--- src/hw/rtl/ecdf_pkg.sv ---
package ecdf_pkg;

    localparam int TABLE_DEPTH = 1024;
    localparam int ADDR_BITS   = $clog2(TABLE_DEPTH);
    localparam int CNT_BITS    = ADDR_BITS + 1;
    localparam int VALUE_BITS  = 32;
    localparam int PROB_BITS   = 17;

    localparam logic [PROB_BITS-1:0] PROB_ONE  = PROB_BITS'(65536);
    localparam logic [PROB_BITS-1:0] PROB_ZERO = '0;
    localparam logic [CNT_BITS-1:0]  CNT_FULL  = CNT_BITS'(TABLE_DEPTH);

    localparam logic [1:0] OP_LOAD  = 2'd0;
    localparam logic [1:0] OP_QUERY = 2'd1;
    localparam logic [1:0] OP_CLEAR = 2'd2;

    typedef struct packed {
        logic [1:0]                   operation;
        logic signed [VALUE_BITS-1:0] sample_value;
        logic                         value_missing;
        logic [PROB_BITS-1:0]         entry_probability;
    } in_item_t;

    typedef struct packed {
        logic [PROB_BITS-1:0] probability;
        logic                 result_missing;
    } out_item_t;

    typedef enum logic [1:0] {
        ST_IDLE,
        ST_SEARCH,
        ST_RESULT
    } state_t;

    typedef struct packed {
        logic do_load;
        logic do_clear;
        logic start_search;
        logic set_missing;
        logic step;
        logic finish;
    } ecdf_cmd_t;

    typedef struct packed {
        logic table_empty;
        logic search_last;
        logic out_free;
    } ecdf_status_t;

endpackage

--- src/hw/rtl/ecdf_ctrl.sv ---
module ecdf_ctrl
    import ecdf_pkg::*;
(
    input  logic         clk,
    input  logic         rst_n,
    input  logic         in_valid,
    input  logic [1:0]   operation,
    input  logic         value_missing,
    input  ecdf_status_t status,
    output logic         in_ready,
    output ecdf_cmd_t    cmd
);

    state_t state_reg;
    state_t state_next;

    always_ff @(posedge clk or negedge rst_n)
    begin
        if (!rst_n)
        begin
            state_reg <= ST_IDLE;
        end
        else
        begin
            state_reg <= state_next;
        end
    end

    always_comb
    begin
        state_next = state_reg;
        case (state_reg)
            ST_IDLE:
            begin
                if (in_valid && operation == OP_QUERY)
                begin
                    if (value_missing || status.table_empty)
                    begin
                        state_next = ST_RESULT;
                    end
                    else
                    begin
                        state_next = ST_SEARCH;
                    end
                end
            end
            ST_SEARCH:
            begin
                if (status.search_last)
                begin
                    state_next = ST_RESULT;
                end
            end
            ST_RESULT:
            begin
                if (status.out_free)
                begin
                    state_next = ST_IDLE;
                end
            end
            default:
            begin
                state_next = ST_IDLE;
            end
        endcase
    end

    always_comb
    begin
        in_ready = 1'b0;
        cmd      = '0;
        case (state_reg)
            ST_IDLE:
            begin
                in_ready = 1'b1;
                if (in_valid)
                begin
                    case (operation)
                        OP_LOAD:
                        begin
                            cmd.do_load = 1'b1;
                        end
                        OP_CLEAR:
                        begin
                            cmd.do_clear = 1'b1;
                        end
                        OP_QUERY:
                        begin
                            if (value_missing || status.table_empty)
                            begin
                                cmd.set_missing = 1'b1;
                            end
                            else
                            begin
                                cmd.start_search = 1'b1;
                            end
                        end
                        default:
                        begin
                            cmd = '0;
                        end
                    endcase
                end
            end
            ST_SEARCH:
            begin
                cmd.step = 1'b1;
            end
            ST_RESULT:
            begin
                cmd.finish = status.out_free;
            end
            default:
            begin
                cmd = '0;
            end
        endcase
    end

endmodule

--- config.mk ---
export PLATFORM = sky130hd
export DESIGN_NAME = ecdf_ctrl
export DESIGN_NICKNAME = d
export VERILOG_FILES = /design/src/hw/rtl/ecdf_pkg.sv /design/src/hw/rtl/ecdf_ctrl.sv
export SDC_FILE = /design/constraint.sdc
export NUM_CORES = 1
export LEC_CHECK = 0
export ABC_AREA = 1
export BUFFER_PORTS_ARGS = -buffer_cell sky130_fd_sc_hd__buf_2
export CAP_MARGIN = 20
export CORE_AREA = 2 2 39 41
export CTS_CLUSTER_DIAMETER = 150
export CTS_CLUSTER_SIZE = 25
export DETAILED_ROUTE_END_ITERATION = 6
export DIE_AREA = 0 0 41 43
export GPL_TIMING_DRIVEN = 0
export SYNTH_ARGS = -nofsm -noshare
export SYNTH_HDL_FRONTEND = slang
export SYNTH_SLANG_ARGS = --single-unit
export TNS_END_PERCENT = 20
--- constraint.sdc ---
create_clock -name clk -period 0.94 [get_ports clk]
set_clock_uncertainty 0.1 [all_clocks]
set_input_delay 0.141 -clock clk [delete_from_list [all_inputs] [get_ports clk]]
set_output_delay 0.141 -clock clk [all_outputs]
set_load 0.05 [all_outputs]
==> results of run 1 <==
## stage by stage
step	power, mW	setup TNS (ns)	setup WS (ns)
floorplan	0.489	-3.86	-0.741
global placement	0.576	-2.07	-0.391
detailed placement	0.580	-2.04	-0.385
CTS	0.942	-3.37	-0.510
global route	0.984	-3.67	-0.568
finish	0.930	-3.19	-0.502
## cells in the final DEF, fill, tap and decap left out
cell type      n
and3_2         1
clkbuf_4       3
nor2_2         1
o21ai_1        1
inv_4          1
inv_1          4
nor4_4         2
buf_2          8
nor3_1         1
nand3_1        1
dfrtp_2        1
buf_6          7
inv_2          1
o21bai_1       1
nand2_1        5
nand2_2        1
nor2_4         2
buf_4          2
nor2_1         1
dlygate4sd3_1  1
dfrtp_1        1
nor3_4         1
## cell families (layout without fill, tap and decap cells)
| family | count (synthesis) | after routing | synth area share [%] |
|---|---|---|---|
| buffers and inverters | 6 | 27 | 13.4 |
| AOI/OAI and AO/OA | 2 | 2 | 7.46 |
| and+or+nand+nor | 16 | 16 | 49.3 |
| DFF | 2 | 2 | 29.9 |
## worst max-delay path, cell delays in order (launching register included)
cell,delay (ns)
dfrtp_2,0.41
nor2_4,0.15
inv_4,0.07
nor4_4,0.15
buf_6,0.19
## repair_timing
item / in CTS / in global routing
pin swaps: 2 / 1
resized for setup: 16 / 3
hold endpoints to repair: 2 / 0
setup endpoints to repair: 9 / 9
buffers inserted: 2 / 0
hold buffers: 1 / 0
## area by class of cell
type	instances	area [µm²]
Tap cell	16	20.0
Multi-Input combinational cell	18	146
Clock buffer	3	22.5
Inverter	6	25.0
Timing Repair Buffer	18	144
Sequential cell	2	51.3
Fill cell	159	975
## power groups by stage
stage	registers, mW	logic, mW	clock network, mW
6_report	0.137	0.601	0.192
5_1_grt	0.140	0.642	0.202
4_1_cts	0.138	0.599	0.205
3_5_place_dp	0.148	0.432	0
3_3_place_gp	0.146	0.430	0
2_1_floorplan	0.141	0.349	0
## metal layers
metal	up-vias	wire length, µm	GRT usage [%]
met5	-	0	0
met4	0	0	6.00
met3	0	56	3.14
met2	12	230	9.06
met1	98	208	7.12
li1	124	-	-
## final timing paths
check,cells after the start,slack (ns),from,to
min in group asynchronous,2,0.13,rst_n,state_reg[0]
worst min register to register,3,0.51,state_reg[1],state_reg[0]
worst min-delay path,4,0.08,status[1],state_reg[0]
max in group asynchronous,2,0.50,rst_n,state_reg[1]
worst max register to register,5,-0.15,state_reg[1],state_reg[1]
worst max-delay path,4,-0.50,state_reg[1],cmd[4]
==> results.md, run 1 <==
Cells and area:
- The fraction of the core area covered by cells at the end of the flow is 29.6%.
- After the last flow step, the layout net total stands at 58.
- The area added between synthesis and finish is 144%.
- The repair_antennas step left the layout with diodes totalling 0.
- The share of post-route cells with drive strength above 1 is 66.0%.
- With fillers left out, the area of the finished cells amounts to 409 µm².
- Leaving out filler cells and counting taps, the final layout contains between 60 and 70.
- The number of flip-flops under the largest register name is 2.

Power and ir drop:
- Summed over all cells, the static leakage comes to slightly below 0.2 nW.
- The worst-case IR drop observed on VDD is roughly 630 µV.
- The total internal power is 486 µW.
- In this run, the combinational gates consume 64.6% of the power.
- The part of the power in registers is 14.7%.
- Power spread over the standard cell area amounts to 2270 mW/mm².
- The total net switching power is 444 µW.
- The switching part of the total power is a little under half.
- The relative contribution of the clock network to total power is 20.7%.

Clocking:
- The clock net in this run drives a total of 2 sinks.
- In this run the number of H-tree levels came out at 1.
- The CTS tree is built.
- The clock buffer count from CTS is 3.
- After clock tree synthesis, the clock-pin slew on the worst setup and hold paths is 0.03 ns.
- The clock passes through at most 2 buffers.
- The tree is rooted in a clkbuf_4.
- The clock latency of the later-clocked register in the worst-skew pair is 0.23 ns.

Outcome:
- The run finished, with violations left.
- The final reports fail on negative setup slack.

Setup path:
- The startpoint type of the worst setup path is a register.
- The top fanout value on the critical path is 3.
- By startpoint and endpoint, the worst setup path is classified as register to output pin.
- The kind of end point of the critical path is an output pin.
- At the worst endpoint, the required time is roughly 0.70 ns.
- The arrival time at the worst endpoint is about 1.2 ns.

Logic synthesis:
- Of all cell types, the one taking the most synthesized area is dfrtp_1.
- The netlist uses 13 different library cells.
- Ranked by total cell area, the synthesized netlist is headed by dfrtp_1 (30%), nand2_1 (13%), inv_1 (9.0%), nor4_1 (7.5%), nor2_4 (6.7%).
- The area of the mapped netlist is around 170 µm².
- The instance count of the mapped netlist is 26.
- The total of warnings raised by yosys is 0.
- The most instantiated library cell after synthesis is nand2_1.
- The most used flip-flop cell after synthesis is dfrtp_1.
- By count the netlist is led by nand2_1 (6), inv_1 (4).
- Summing the sequential cell areas from Yosys gives 29.9% of the chip area.
- After synthesis the netlist holds a flip-flop and latch count of 2.
- The synthesized design contains 0 enable-type register cells.
- The number of nets produced by synthesis is 35.
- The area share of the largest cell type after synthesis is about 30%.
- Dividing the synthesized area by the synthesized cell count gives 6.45 µm².
- The fraction of registers with async set/reset is 100%.

Timing:
- The routed design could run at a clock period as short as 1.44 ns.
- Setup slack on the critical path of the routed design comes to -0.502 ns.
- The number of max-slew violations in the final report is 0.
- Final hold analysis gives a worst-case slack of slightly above 0.08 ns.
- The worst slew slack as a fraction of its limit is between 70% and 80%.
- Setup violations remaining at the end of the flow were counted as 9.
- Setup repair after global routing could not meet its margin everywhere.
- After layout, the worst path uses 153% of the clock period.
- The final hold violation count was 0.
- The maximum clock rate is ~690 MHz.
- The slew at the pin closest to its max-slew limit is 0.312 ns.

Global routing:
- The first-pass GRT wire length is 745 µm.
- The initial antenna violation count was 0.
- The largest net degree at the start of global routing is 5.
- The number of global-route vias before repair is 233.
- Summed over all layers, the global routing overflow is 0.
- The total global routing track utilization is 6.64%.

Route:
- The post-detailed-route via-to-cell ratio is 3.71.
- The routed via count is 234.
- The number of iterations in the first detailed-routing pass is 2.
- Dividing the detail-routed wire length by the instance count gives 7.87 µm.
- The count of antenna-violating nets left after detailed routing is 0.
- The total wire length after detailed routing is 496 µm.
- After the first detailed-routing iteration, the DRC count stood at 3.
- For this run, design rule violations remaining after detail routing come to 0.

Job:
- The max-capacitance violation count is 0.

Placement:
- Buffers placed on the I/O ports in this run total 15.
- The HPWL after detailed placement is a little over 400 µm.
- The number of cells after detailed placement is 57.
- The final estimated routing congestion in global placement is about 0.61.
- The cell area after placement is 307 µm².

Floorplan:
- Measured along the x axis, the die boundary spans around 40 µm.
- The starting density of the core is 12.1%.
- From bottom edge to top edge, the die measures 43 µm.
- The floorplan has 14 rows.
- The die area is roughly 0.0018 mm².
- The area of the core region is 0.00138 mm².
- The number of top-level pins is 16.

Worst hold path:
- The min-delay analysis places its worst path in the category primary input to register.
(Power assumes the default switching activity.)
==> run 2: changes to the inputs <==
--- a/config.mk
+++ b/config.mk
@@ -14,6 +14,7 @@
 export DETAILED_ROUTE_END_ITERATION = 6
 export DIE_AREA = 0 0 41 43
 export GPL_TIMING_DRIVEN = 0
+export RECOVER_POWER = 25
 export SYNTH_ARGS = -nofsm -noshare
 export SYNTH_HDL_FRONTEND = slang
 export SYNTH_SLANG_ARGS = --single-unit
==> results.md, run 2 (synthesis results as in run 1) <==
Outcome:
- Status: finished with violations (unchanged).
- Violated checks: negative setup slack (unchanged).

Setup path:
- Cell breakdown of the critical path: nor2_4 > inv_4 > nor4_4 > buf_6 (unchanged).
- The kind of critical path is register to output pin (unchanged).
- The data required time at the worst endpoint came to 0.70 ns (about the same).
- The number of cells traversed by the worst register-to-register path is 5 (unchanged).
- The arrival time at the worst endpoint is 1.20 ns (about the same).
- The biggest cell delay along the critical path is 0.41 ns (about the same).
- The slowest stage cell on the critical path was dfrtp_2 (unchanged).
- The top fanout value on the critical path came to 3 (unchanged).
- The startpoint type of the worst setup path is a register (unchanged).
- The kind of end point of the critical path is an output pin (unchanged).

Cells and area:
- The fill cell total of the finished layout was 158 (was 159).
- The combined area of the multi-input logic cells is 146 µm² (unchanged).
- The fraction of the core area covered by cells at the end of the flow is 29.5% (was 29.6%).
- The non-filler instance count after layout is 63 (unchanged).
- The number of inserted diodes is 0 (unchanged).
- The number of flip-flops under the largest register name came to 2 (unchanged).
- The share of post-route cells with drive strength above 1 is 63.8% (was 66.0%).
- The number of nets in the finished design came to 58 (unchanged).
- The area of all sequential standard cells is 51.3 µm² (unchanged).
- The post-route cell area is 408 µm² (was 409 µm²).
- The area added between synthesis and finish came to 143% (was 144%).
- Most frequent cells in the layout: buf_2 (7), buf_6 (7), nand2_1 (5) (was buf_2 (8), buf_6 (7), nand2_1 (5)).

Clocking:
- The number of sinks driven by the clock tree is 2 (unchanged).
- The CTS tree was built (unchanged).
- The cell at the root of the clock tree is clkbuf_4 (unchanged).
- The count of H-tree levels built during CTS came to 1 (unchanged).
- The clock latency of the later-clocked register in the worst-skew pair is 0.23 ns (about the same).
- The clock buffer count from CTS came to 3 (unchanged).
- The clock slew at the register clock pins of the worst setup and hold paths is 0.03 ns (about the same).
- The number of buffers on the longest clock path is 2 (unchanged).

Placement:
- The final estimated routing congestion in global placement was 0.610 (unchanged).
- The HPWL after detailed placement is 408 µm (unchanged).
- The pre-CTS setup slack is -0.385 ns (unchanged).
- The cell area after placement is 307 µm² (unchanged).
- The number of cells after detailed placement came to 57 (unchanged).
- The count of buffers from port buffering is 15 (unchanged).

Timing:
- The fraction of the cycle the final worst path needs is 153% (about the same).
- The sum of negative setup slack came to -3.19 ns (about the same).
- The final-report setup violation count came to 9 (unchanged).
- The worst slew slack as a fraction of its limit is 79.2% (unchanged).
- The time the final worst path needs with I/O delays and setup came to 1.44 ns (about the same).
- The number of max-slew violations in the final report was 0 (unchanged).
- Setup repair after global routing missed its margin: true (unchanged).
- The worst path setup slack after routing is -0.502 ns (about the same).
- The maximum clock rate is 694 MHz (was 693 MHz).
- The slew at the pin closest to its max-slew limit came to 0.312 ns (unchanged).
- The final hold violation count is 0 (unchanged).

Power and ir drop:
- The power density normalized to cell area is 2280 mW/mm² (was 2270 mW/mm²).
- The worst vdd rail ir drop is 633 µV (about the same).
- The static leakage is 0.194 nW (was 0.197 nW).

Worst hold path:
- The class of the tightest hold or removal check is primary input to register (unchanged).
- The number of instances on the worst hold path is 4 (unchanged).

Floorplan:
- The width of the chip is 41 µm (unchanged).
- The die area came to 0.00176 mm² (unchanged).
- The chip height is 43 µm (unchanged).
- The number of top-level pins is 16 (unchanged).
- The starting density of the core was 12.1% (unchanged).
- The number of rows in the core area was 14 (unchanged).
- The area of the core region is 0.00138 mm² (unchanged).

Global routing:
- The largest net degree at the start of global routing is 5 (unchanged).
- The total grt overflow came to 0 (unchanged).
- The total global routing track utilization was 6.64% (unchanged).
- The initial antenna violation count is 0 (unchanged).
- The number of global-route vias before repair is 233 (unchanged).
- The first-pass GRT wire length came to 745 µm (unchanged).

Route:
- The total wire length after detailed routing is 494 µm (was 496 µm).
- The detailed-route wire length per cell is 7.84 µm (was 7.87 µm).
- The routed via count is 234 (unchanged).
- The count of antenna-violating nets left after detailed routing came to 0 (unchanged).
- The number of DRC markers after the initial detailed-route iteration is 3 (unchanged).
- The remaining design rule violation count is 0 (unchanged).
- The number of iterations in the first detailed-routing pass is 2 (unchanged).
- The post-detailed-route via-to-cell ratio is 3.71 (unchanged).

Job:
- The max-capacitance violation count came to 0 (unchanged).
[run 2: final cells by class]
class / count / area share [%]
sequential: 2 / 12.6
clock buffer: 3 / 5.52
multi-input combinational: 18 / 35.9
tap: 16 / 4.91
inverter: 6 / 6.13
timing repair buffer: 18 / 35.0
[run 2: per-layer routing]
layer	up-vias	track usage [%]	share of wire [%]
met2	12	9.06	47
li1	124	-	-
met4	0	6.00	0
met3	0	3.14	11
met1	98	7.12	42
met5	-	0	0
[run 2: final timing paths]
check / startpoint / to / slack (ns)
worst max register to register: state_reg[1] / state_reg[1] / -0.15
min in group asynchronous: rst_n / state_reg[0] / 0.13
max in group asynchronous: rst_n / state_reg[1] / 0.47
worst min-delay path: status[1] / state_reg[0] / 0.08
worst max-delay path: state_reg[1] / cmd[4] / -0.50
worst min register to register: state_reg[1] / state_reg[0] / 0.51
[run 2: critical path: cells and delay by family, from the launching register on]
| family | cells | cell delay, ns |
|---|---|---|
| DFF | 1 | 0.41 |
| buffers and inverters | 2 | 0.26 |
| and+or+nand+nor | 2 | 0.30 |
[run 2: what timing repair did]
item / CTS / global route
pin swaps: 2 / 1
hold buffers: 1 / 0
cloned: 0 / 0
resized for setup: 16 / 3
hold endpoints to repair: 2 / 0
setup endpoints to repair: 9 / 9
buffers inserted: 2 / 0
[run 2: metrics by stage]
stage	power [mW]	hold slack, ns
after floorplan	0.489	-0.255
after global placement	0.576	-0.173
after detailed placement	0.580	-0.170
after CTS	0.942	0.115
after global routing	0.984	0.106
final	0.929	0.0817
[run 2: power by group]
| part | switching, mW | internal [mW] | leakage (nW) |
|---|---|---|---|
| Combinational | 0.369 | 0.231 | 0.156 |
| Clock | 0.0514 | 0.141 | 0.0138 |
| Sequential | 0.0235 | 0.113 | 0.0251 |
==> run 3: changes to the inputs <==
--- a/config.mk
+++ b/config.mk
@@ -15,6 +15,7 @@
 export DIE_AREA = 0 0 41 43
 export GPL_TIMING_DRIVEN = 0
 export RECOVER_POWER = 25
+export REMOVE_ABC_BUFFERS = 1
 export SYNTH_ARGS = -nofsm -noshare
 export SYNTH_HDL_FRONTEND = slang
 export SYNTH_SLANG_ARGS = --single-unit
==> results.md, run 3 (synthesis results as in run 1) <==
Timing:
- The final-report setup violation count was 9 (unchanged).
- Setup repair after global routing missed its margin: true (unchanged).
- The worst path setup slack after routing came to -0.529 ns (was -0.502 ns).
- The maximum clock rate is 681 MHz (was 694 MHz).
- The final hold violation count is 0 (unchanged).
- The slew at the pin closest to its max-slew limit is 0.253 ns (was 0.312 ns).
- The time the final worst path needs with I/O delays and setup came to 1.47 ns (was 1.44 ns).
- The number of max-slew violations in the final report came to 0 (unchanged).
- The worst slew slack as a fraction of its limit is 83.1% (was 79.2%).
- The fraction of the cycle the final worst path needs came to 156% (was 153%).
- The sum of negative setup slack is -3.32 ns (was -3.19 ns).

Cells and area:
- The area added between synthesis and finish came to 141% (was 143%).
- Most frequent cells in the layout: buf_2 (7), nand2_1 (5), inv_1 (4), buf_6 (4), buf_4 (4) (was buf_2 (7), buf_6 (7), nand2_1 (5)).
- The number of nets in the finished design was 59 (was 58).
- The fill cell total of the finished layout was 152 (was 158).
- The number of inserted diodes came to 0 (unchanged).
- The number of flip-flops under the largest register name is 2 (unchanged).
- The share of post-route cells with drive strength above 1 was 62.5% (was 63.8%).
- Leaving out fill and tap cells, the most frequent cell in the layout is buf_2.

Floorplan:
- The chip height was 43 µm (unchanged).
- The area of the core region came to 0.00138 mm² (unchanged).
- The width of the chip is 41 µm (unchanged).
- The number of top-level pins is 16 (unchanged).
- The starting density of the core is 12.1% (unchanged).
- The die area came to 0.00176 mm² (unchanged).
- The number of rows in the core area was 14 (unchanged).

Clocking:
- The clock latency of the later-clocked register in the worst-skew pair is 0.23 ns (about the same).
- The cell at the root of the clock tree is clkbuf_4 (unchanged).
- The number of buffers on the longest clock path is 2 (unchanged).
- The number of sinks driven by the clock tree is 2 (unchanged).
- The clock buffer count from CTS is 3 (unchanged).
- The CTS tree is built (unchanged).
- The clock slew at the register clock pins of the worst setup and hold paths is 0.03 ns (about the same).
- The count of H-tree levels built during CTS is 1 (unchanged).

Placement:
- The count of buffers from port buffering is 15 (unchanged).
- The HPWL after detailed placement is 372 µm (was 408 µm).
- The final estimated routing congestion in global placement is 0.579 (was 0.610).

Setup path:
- The number of cells traversed by the worst register-to-register path was 5 (unchanged).
- The setup slack of the worst register-to-register path is -0.16 ns (was -0.15 ns).
- The startpoint type of the worst setup path is a register (unchanged).
- The launching point of the worst reg2reg path is state_reg[1] (unchanged).
- The data required time at the worst endpoint was 0.70 ns (about the same).
- The biggest cell delay along the critical path is 0.39 ns (was 0.41 ns).
- The kind of critical path is register to output pin (unchanged).
- The slowest stage cell on the critical path was dfrtp_1 (was dfrtp_2).
- The destination of the worst register-to-register timing path is state_reg[1] (unchanged).
- Cell breakdown of the critical path: nor2_4 > inv_2 > nor4_2 > buf_4 (was nor2_4 > inv_4 > nor4_4 > buf_6).
- The top fanout value on the critical path is 4 (was 3).
- The arrival time at the worst endpoint came to 1.23 ns (was 1.20 ns).
- The kind of end point of the critical path is an output pin (unchanged).

Job:
- The max-capacitance violation count is 0 (unchanged).

Power and ir drop:
- The switching part of the total power is 46.5% (was 47.7%).
- The worst vdd rail ir drop is 462 µV (was 633 µV).
- The relative contribution of the clock network to total power is 20.8% (was 20.7%).
- The fraction of power consumed by combinational cells is 64.5% (was 64.6%).
- The total internal power is 492 µW (was 486 µW).
- The static leakage was 0.204 nW (was 0.194 nW).
- The total power after layout is 921 µW (was 929 µW).
- The total net switching power is 428 µW (was 443 µW).
- The part of the power in registers is 14.7% (about the same).
- The power density normalized to cell area is 2280 mW/mm² (about the same).

Route:
- The number of DRC markers after the initial detailed-route iteration came to 1 (was 3).
- The post-detailed-route via-to-cell ratio came to 3.94 (was 3.71).
- The routed via count came to 252 (was 234).
- The number of iterations in the first detailed-routing pass is 2 (unchanged).
- The total wire length after detailed routing is 531 µm (was 494 µm).
- The detailed-route wire length per cell is 8.30 µm (was 7.84 µm).
- The count of antenna-violating nets left after detailed routing was 0 (unchanged).
- The remaining design rule violation count is 0 (unchanged).

Worst hold path:
- The number of instances on the worst hold path is 4 (unchanged).
- The class of the tightest hold or removal check was primary input to register (unchanged).
- The startpoint of the tightest hold check path is status[1] (unchanged).
- The end point of the most critical hold path is state_reg[0] (unchanged).

Outcome:
- Status: finished with violations (unchanged).
- Violated checks: negative setup slack (unchanged).

Global routing:
- The first-pass GRT wire length came to 855 µm (was 745 µm).
- The largest net degree at the start of global routing is 5 (unchanged).
- The total grt overflow came to 0 (unchanged).
- The initial antenna violation count is 0 (unchanged).
- The total global routing track utilization is 8.23% (was 6.64%).
- The number of global-route vias before repair is 245 (was 233).
run 3: how the worst max path moves through the flow:
stage / slack [ns] / depth (start not counted) / to / start
after floorplan: -1.58 / 3 / cmd[4] / state_reg[0]
after global placement: -0.39 / 4 / cmd[4] / state_reg[0]
after detailed placement: -0.39 / 4 / cmd[5] / state_reg[0]
after CTS: -0.54 / 4 / cmd[5] / state_reg[1]
after global routing: -0.63 / 4 / cmd[4] / state_reg[0]
final: -0.53 / 4 / cmd[4] / state_reg[0]
run 3: through the flow:
stage	area, µm²	cells	setup slack (ns)	hold WS [ns]	utilization, %
finish	404	64	-0.529	0.0803	29.2
global placement	263	57	-0.387	-0.172	19.0
global route	404	64	-0.626	0.104	29.2
detailed placement	263	57	-0.389	-0.170	19.0
CTS	379	64	-0.543	0.110	27.4
floorplan	168	26	-1.58	-0.255	-
run 3: critical path: cells and delay by family, from the launching register on:
kind	cells	cell delay (ns)
simple gates	2	0.29
buf+inv	2	0.32
flops	1	0.39
run 3: cell type report:
cell class | count | area (µm²) | share of cell area (%)
well taps | 16 | 20.0 | 4.95
inverters | 6 | 25.0 | 6.19
multi-input cells | 18 | 133 | 32.8
repair buffers | 19 | 154 | 38.1
flip-flops and latches | 2 | 50.0 | 12.4
clock buffers | 3 | 22.5 | 5.57
run 3: layer usage:
metal | part of all wire (%) | track usage [%] | vias to the layer above
li1 | - | - | 129
met1 | 33 | 7.07 | 111
met2 | 56 | 10.6 | 10
met3 | 7.7 | 5.76 | 2
met4 | 3.0 | 10.0 | 0
met5 | 0 | 0 | -
run 3: repair_timing:
item,4_1_cts,5_1_grt
hold buffers,1,0
pin swaps,2,1
endpoints found under the hold margin,2,0
endpoints found under the setup margin,9,9
resized for setup,17,7
setup buffers,3,0
run 3: power by group through the flow:
stage	registers [mW]	logic [mW]	clock network (mW)
3_5_place_dp	0.148	0.377	0
5_1_grt	0.137	0.640	0.225
3_3_place_gp	0.145	0.375	0
6_report	0.135	0.594	0.192
4_1_cts	0.135	0.568	0.205
2_1_floorplan	0.141	0.299	0
